===== config.mk =====
export PLATFORM = sky130hd
export DESIGN_NAME = bfa_ctrl
export DESIGN_NICKNAME = d
export VERILOG_FILES = /design/src/bfa_pkg.sv /design/src/bfa_ctrl.sv
export VERILOG_INCLUDE_DIRS = /design/src /design/src/src
export SDC_FILE = /design/constraint.sdc
export NUM_CORES = 1
export LEC_CHECK = 0
export ABC_AREA = 1
export ABC_CLOCK_PERIOD_IN_PS = 1250
export BUFFER_PORTS_ARGS = -buffer_cell sky130_fd_sc_hd__buf_2
export CAP_MARGIN = 20
export CELL_PAD_IN_SITES_DETAIL_PLACEMENT = 2
export CELL_PAD_IN_SITES_GLOBAL_PLACEMENT = 2
export CORE_MARGIN = 1
export CORE_UTILIZATION = 20
export CTS_BUF_LIST = sky130_fd_sc_hd__clkbuf_4 sky130_fd_sc_hd__clkbuf_8
export DETAILED_ROUTE_END_ITERATION = 12
export GPL_TIMING_DRIVEN = 0
export PLACE_DENSITY = 0.75
export SYNTH_ARGS = -nofsm -noshare
export SYNTH_HDL_FRONTEND = slang
export SYNTH_SLANG_ARGS = --single-unit

===== constraint.sdc =====
create_clock -name clk -period 1.25 [get_ports clk]
set_input_delay 0.1875 -clock clk [delete_from_list [all_inputs] [get_ports clk]]
set_output_delay 0.1875 -clock clk [all_outputs]
set_load 0.1 [all_outputs]

===== src/best_fit_heap_allocator_unit_defines.svh =====
// Assertion macros used by the allocator's controller (bfa_ctrl).
// No dependencies; guarded against double inclusion.
`ifndef BEST_FIT_HEAP_ALLOCATOR_UNIT_DEFINES_SVH
`define BEST_FIT_HEAP_ALLOCATOR_UNIT_DEFINES_SVH
`ifndef SYNTHESIS
`define BFA_ASSERT(label, clk, rst_n, prop, msg) \
	label: assert property (@(posedge clk) disable iff (!rst_n) prop) else $error(msg);
`define BFA_ASSERT_NR(label, clk, prop, msg) \
	label: assert property (@(posedge clk) prop) else $error(msg);
`else
`define BFA_ASSERT(label, clk, rst_n, prop, msg)
`define BFA_ASSERT_NR(label, clk, prop, msg)
`endif
`endif


===== src/bfa_pkg.sv =====
// Shared types and codes for the best-fit heap allocator.
// No dependencies.
package bfa_pkg;
	localparam logic [1:0] ST_ALLOC = 2'd0;
	localparam logic [1:0] ST_NOFIT = 2'd1;
	localparam logic [1:0] ST_FREED = 2'd2;
	localparam logic [1:0] ST_FULL  = 2'd3;
	localparam logic REQ_ALLOC = 1'b0;
	localparam logic REQ_FREE  = 1'b1;

	// controller -> datapath
	typedef struct packed {
		logic load;      // capture request, init scan
		logic scan;      // examine entry at scan index
		logic map_rd;    // issue map read for free
		logic map_cap;   // capture map read data
		logic look;      // fetch neighbors at insert index
		logic apply;     // update entries / start shift
		logic shift;     // one shift step
		logic finish;    // present result
	} bfa_cmd_t;

	// datapath -> controller
	typedef struct packed {
		logic is_free;
		logic scan_done;
		logic bad_off;
		logic need_shift;
		logic shift_done;
	} bfa_stat_t;
endpackage


===== src/bfa_ctrl.sv =====
// Controller state machine of the allocator: sequences scan, map access,
// merge and table shift. Depends on bfa_pkg and the assertion macros.
`include "best_fit_heap_allocator_unit_defines.svh"
module bfa_ctrl import bfa_pkg::*; (
	input  logic      clk,
	input  logic      arst_n,
	input  logic      start,
	output logic      busy,
	input  bfa_stat_t st,
	output bfa_cmd_t  cmd
);
	typedef enum logic [2:0] {
		S_IDLE, S_SCAN, S_MAPRD, S_MAPCAP, S_LOOK, S_APPLY, S_SHIFT, S_DONE
	} state_t;

	state_t state_q;

	always_comb begin
		cmd = '0;
		cmd.load = start && !busy;
		case (state_q)
			S_SCAN:   cmd.scan = 1'b1;
			S_MAPRD:  cmd.map_rd = 1'b1;
			S_MAPCAP: cmd.map_cap = 1'b1;
			S_LOOK:   cmd.look = 1'b1;
			S_APPLY:  cmd.apply = 1'b1;
			S_SHIFT:  cmd.shift = 1'b1;
			S_DONE:   cmd.finish = 1'b1;
			default:  ;
		endcase
	end

	always_ff @(posedge clk or negedge arst_n) begin
		if (!arst_n) begin
			state_q <= S_IDLE;
			busy <= 1'b0;
		end else begin
			case (state_q)
				S_IDLE: if (start) begin
					state_q <= S_MAPRD;
					busy <= 1'b1;
				end
				S_MAPRD: state_q <= st.is_free ? S_MAPCAP : S_SCAN;
				S_MAPCAP: state_q <= st.bad_off ? S_DONE : S_SCAN;
				S_SCAN: if (st.scan_done) state_q <= st.is_free ? S_LOOK : S_APPLY;
				S_LOOK: state_q <= S_APPLY;
				S_APPLY: state_q <= st.need_shift ? S_SHIFT : S_DONE;
				S_SHIFT: if (st.shift_done) state_q <= S_DONE;
				S_DONE: begin
					state_q <= S_IDLE;
					busy <= 1'b0;
				end
				default: begin
					state_q <= S_IDLE;
					busy <= 1'b0;
				end
			endcase
		end
	end

	`BFA_ASSERT(a_busy_idle, clk, arst_n, (state_q == S_IDLE) |-> !busy, "busy in idle")
	`BFA_ASSERT(a_done_one, clk, arst_n, (state_q == S_DONE) |=> (state_q == S_IDLE), "done stuck")
	`BFA_ASSERT(a_start_busy, clk, arst_n, (start && !busy) |=> busy, "start not taken")
endmodule


* Word-level counts from Yosys, hierarchy flattened
Index checks and enable logic that the tools add are counted.
Storage, ports and cells: register bits 4, latch bits 0, RAM bits 0, bits in read-only memories 0, input port bits 8, output and inout bits 9, word-level logic and storage cells 35, memories kept 0
Cells by class: add/subtract/negate cells 0, multipliers 0, divide/modulo/power cells 0, order comparisons 0, eq/ne operators 10, shift operators 0, muxes and demuxes 17, bitwise logic cells 0, reductions and logical operators 6
Operator list (count):
- case mux 3 bit (8 select lines) | 1
- equality test 3 bit (second input constant) | 4
- two-way mux 3 bit | 4
- two-way mux 1 bit | 10
- equality test 3 x 2 -> 1 bit (second input constant) | 2
- != test 2 bit (second input constant) | 3
- equality test 3 x 1 -> 1 bit (second input constant) | 1
- zero test 3 bit | 1
- AND reduction 3 bit | 1
- two-way mux 2 bit | 1
- case mux 1 bit (2 select lines) | 1
- AND reduction 2 bit | 1
- nonzero test 2 bit | 1
- logical AND 1 bit | 1
- zero test 1 bit | 1

* Logic depth before layout (Yosys ltp)
depth after elaboration 3, mapped depth 8, gate-level depth less buffers 7

* Worst setup path before layout
No wires, ideal clock.
kind flip-flop to output port, from register state_q[0], to output port cmd[3] in the netlist's numbering, arrival time 2.572 ns, data required time 1.062 ns, slack -1.510 ns, stages on the path, launching flop included 3, path buffers 1, cells stage by stage dfrtp_1 -> buf_4 -> nor3_1
RTL lines:
- start: declaration | line bfa_ctrl.sv:16 | state_t state_q;
- start signal: assignment | line bfa_ctrl.sv:43 | S_MAPRD: state_q <= st.is_free ? S_MAPCAP : S_SCAN;
- start signal: assignment | line bfa_ctrl.sv:44 | S_MAPCAP: state_q <= st.bad_off ? S_DONE : S_SCAN;
- start signal: assignment | line bfa_ctrl.sv:45 | S_SCAN: if (st.scan_done) state_q <= st.is_free ? S_LOOK : S_APPLY;
- end: declaration | line bfa_ctrl.sv:10 | output bfa_cmd_t cmd

==> impl_metrics.json <==
{
  "synth-edff-count": 0,
  "drv_slew": 0,
  "antenna_found_initial": 0,
  "cts.clk_slew.worst_paths_ns": 0.04,
  "antenna_left": 0,
  "synth.largest_area_cell": "dfrtp_1",
  "root_buffer": "clkbuf_4",
  "cts_inserted_buffers": 3,
  "dieArea_sq_um": 1770,
  "core_sq_um": 1510,
  "crit_start": "state_q[1]$_DFFE_PN0P_",
  "syn_avg_cell_area_sq_um": 6.04,
  "wl_per_cell_um": 13.9,
  "worstPathRequired_ns": 1.06,
  "antenna_cells": 0,
  "cp_slowest_cell": "dfrtp_1",
  "outcome": "complete, but fails checks",
  "cts_buffer_depth": 2,
  "firstDrtPassIters": 2,
  "fill_cells": 168,
  "drc_errors": 0,
  "fin_area_sq_um": 727,
  "grt_pass1_vias": 480,
  "finalCriticalPeriod_ns": 1.41,
  "tritoncts": "yes",
  "port-buffer-count": 16,
  "setup_viol_count_final": 10,
  "slew_headroom_pct": 80.8,
  "placed_cell_area_sq_um": 494,
  "skew_ns": 0.000133,
  "routed_wl_mm": 1.32,
  "crit_arrival_ns": 1.23,
  "yosysMostFrequentCell": "nand2_1",
  "grt.total_usage_pct": 16.8,
  "htreeDepth": 1,
  "worstReg2RegStart": "state_q[1]$_DFFE_PN0P_",
  "viasPerCell": 4.48,
  "drt_iter0_drc": 3,
  "fin_crit_sh_pct": 113,
  "crit_chain": "buf_8 -> nor2_4 -> nand2_2 -> clkinvlp_4 -> buf_12",
  "ys_types": 13,
  "endpoint_kind": "primary output",
  "start_util_pct": 21.3,
  "hp-class": "in -> reg",
  "grt_pass1_wl_mm": 2.16,
  "ys_ff_latch": 4,
  "critical_path.max_stage_delay_ns": 0.37,
  "synthTopCellsByArea": "dfrtp_1, nand2_1, inv_1",
  "io_pins": 17,
  "dpl.hpwl_um": 802,
  "worstPathMaxFanout": 8,
  "fp.dieH_um": 42.0,
  "rsz0062_at_grt": "true",
  "multi_input_area_sq_um": 250,
  "ys.flop_type": "dfrtp_1",
  "chipWidth_um": 42.0,
  "critPathKind": "reg -> out",
  "drive_gt1_share_pct": 63.3,
  "ys_seq_area_share_pct": 31.3,
  "syn-cell-area_sq_um": 320,
  "gp_congestion": 0.670,
  "syn_to_final_growth_pct": 127,
  "violations": "negative setup slack",
  "max_freq_mhz": 707,
  "cap_violations": 0,
  "yosysTopAreaCellShare_pct": 31.3,
  "vias": 426,
  "fin_ws_ns": -0.164,
  "grt.overflow.total": 0,
  "start_kind": "flop",
  "synth_common_cells": "nand2_1, inv_1, nor2_1, dfrtp_1, nand3_1",
  "rows": 14,
  "synth-async-reset-ratio_pct": 100,
  "grt_max_degree": 9,
  "clock-sinks": 4,
  "tightest_slew_ns": 0.288,
  "ys_warn_count": 0,
  "hold_start": "st[0]",
  "syn_nets": 61,
  "finalHoldViolations": 0,
  "seqCellArea_sq_um": 105,
  "worstSkewPairLatency_ns": 0.23,
  "whs_ns": 0.223,
  "path_buf_inv": 3,
  "crit_family": "buffers and inverters",
  "netlist_instances": 53,
  "nNetsFinal": 89
}
worst reg2reg max path: stages, from the launching register on:
cell     delay (ns)
dfrtp_1        0.37
buf_8          0.15
nor2_4         0.14
nand2_2        0.08
buf_4          0.13
buf_4          0.13
o21ai_2        0.10
nand2_1        0.06
nand2_1        0.06
state kept, by name, indices dropped and copies added, names as in the netlist:
| signal | cells |
|---|---|
| busy | 1 |
| state_q | 3 |
cell usage in the layout (no fill, tap or decap):
master | netlist | layout
buf_2 | 0 | 7
buf_12 | 0 | 7
nand2_2 | 0 | 3
dfrtp_4 | 0 | 1
nor2_4 | 0 | 6
dlygate4sd3_1 | 0 | 1
o21ai_1 | 2 | 1
o21ai_2 | 0 | 1
nand3_2 | 0 | 2
clkbuf_4 | 0 | 3
inv_1 | 9 | 5
nor2_1 | 8 | 3
inv_2 | 1 | 1
nand2_4 | 1 | 1
buf_4 | 1 | 6
buf_8 | 0 | 1
o21ai_0 | 2 | 2
nand2_1 | 16 | 13
clkinvlp_4 | 0 | 2
buf_6 | 1 | 3
nor3_4 | 0 | 2
dfrtp_2 | 0 | 1
nor2_2 | 2 | 1
inv_4 | 0 | 2
dfrtp_1 | 4 | 2
nand3_1 | 4 | 2
through the flow:
stage / std cells / setup slack [ns] / utilization [%] / TNS (ns)
after floorplan: 53 / -0.260 / - / -1.01
after global placement: 85 / -0.265 / 32.8 / -0.744
after detailed placement: 85 / -0.310 / 32.8 / -0.835
after CTS: 93 / -0.156 / 46.3 / -0.881
after global routing: 95 / -0.204 / 48.3 / -1.59
final: 95 / -0.164 / 48.3 / -0.970
area by class of cell:
type                       instances  area share (%)
sequential                         4            14.5
timing repair buffer              23            34.8
inverter                          10            6.88
multi-input combinational         37            34.4
clock buffer                       3            3.10
tap                               16            2.75
buffer                             2            3.61
logic make-up after synthesis:
family	count (synthesis)	share of synthesized area [%]
buf+inv	12	17.6
simple gates	33	44.9
flops	4	31.3
compound gates	4	6.25
layer usage:
metal / share of wire, % / routed length [um] / global-route usage [%] / vias to the layer above
li1: - / - / - / 214
met1: 36 / 471 / 16.5 / 193
met2: 58 / 767 / 34.1 / 15
met3: 4.1 / 54 / 3.02 / 4
met4: 2.0 / 26 / 6.25 / 0
met5: 0 / 0 / 0 / -
what timing repair did:
action | in CTS | in global routing
hold buffers | 1 | 0
pin swaps | 6 | 3
gates resized for setup | 39 | 4
endpoints found under the hold margin | 4 | 0
setup buffers | 4 | 2
setup endpoints to repair | 10 | 11
path summary, 6_finish.rpt:
| check | end | slack (ns) | cells past startpoint |
|---|---|---|---|
| max reg2reg | state_q[0]$_DFFE_PN0P_ | -0.05 | 8 |
| max in group asynchronous | busy$_DFFE_PN0P_ | 0.82 | 2 |
| min | state_q[1]$_DFFE_PN0P_ | 0.22 | 4 |
| min in group asynchronous | state_q[1]$_DFFE_PN0P_ | 0.29 | 2 |
| min reg2reg | busy$_DFFE_PN0P_ | 0.66 | 2 |
| max | cmd[6] | -0.16 | 5 |
Power is left out: the tool's default activity adds up to more than one toggle a clock period on the data nets, which glitch-free logic cannot reach.
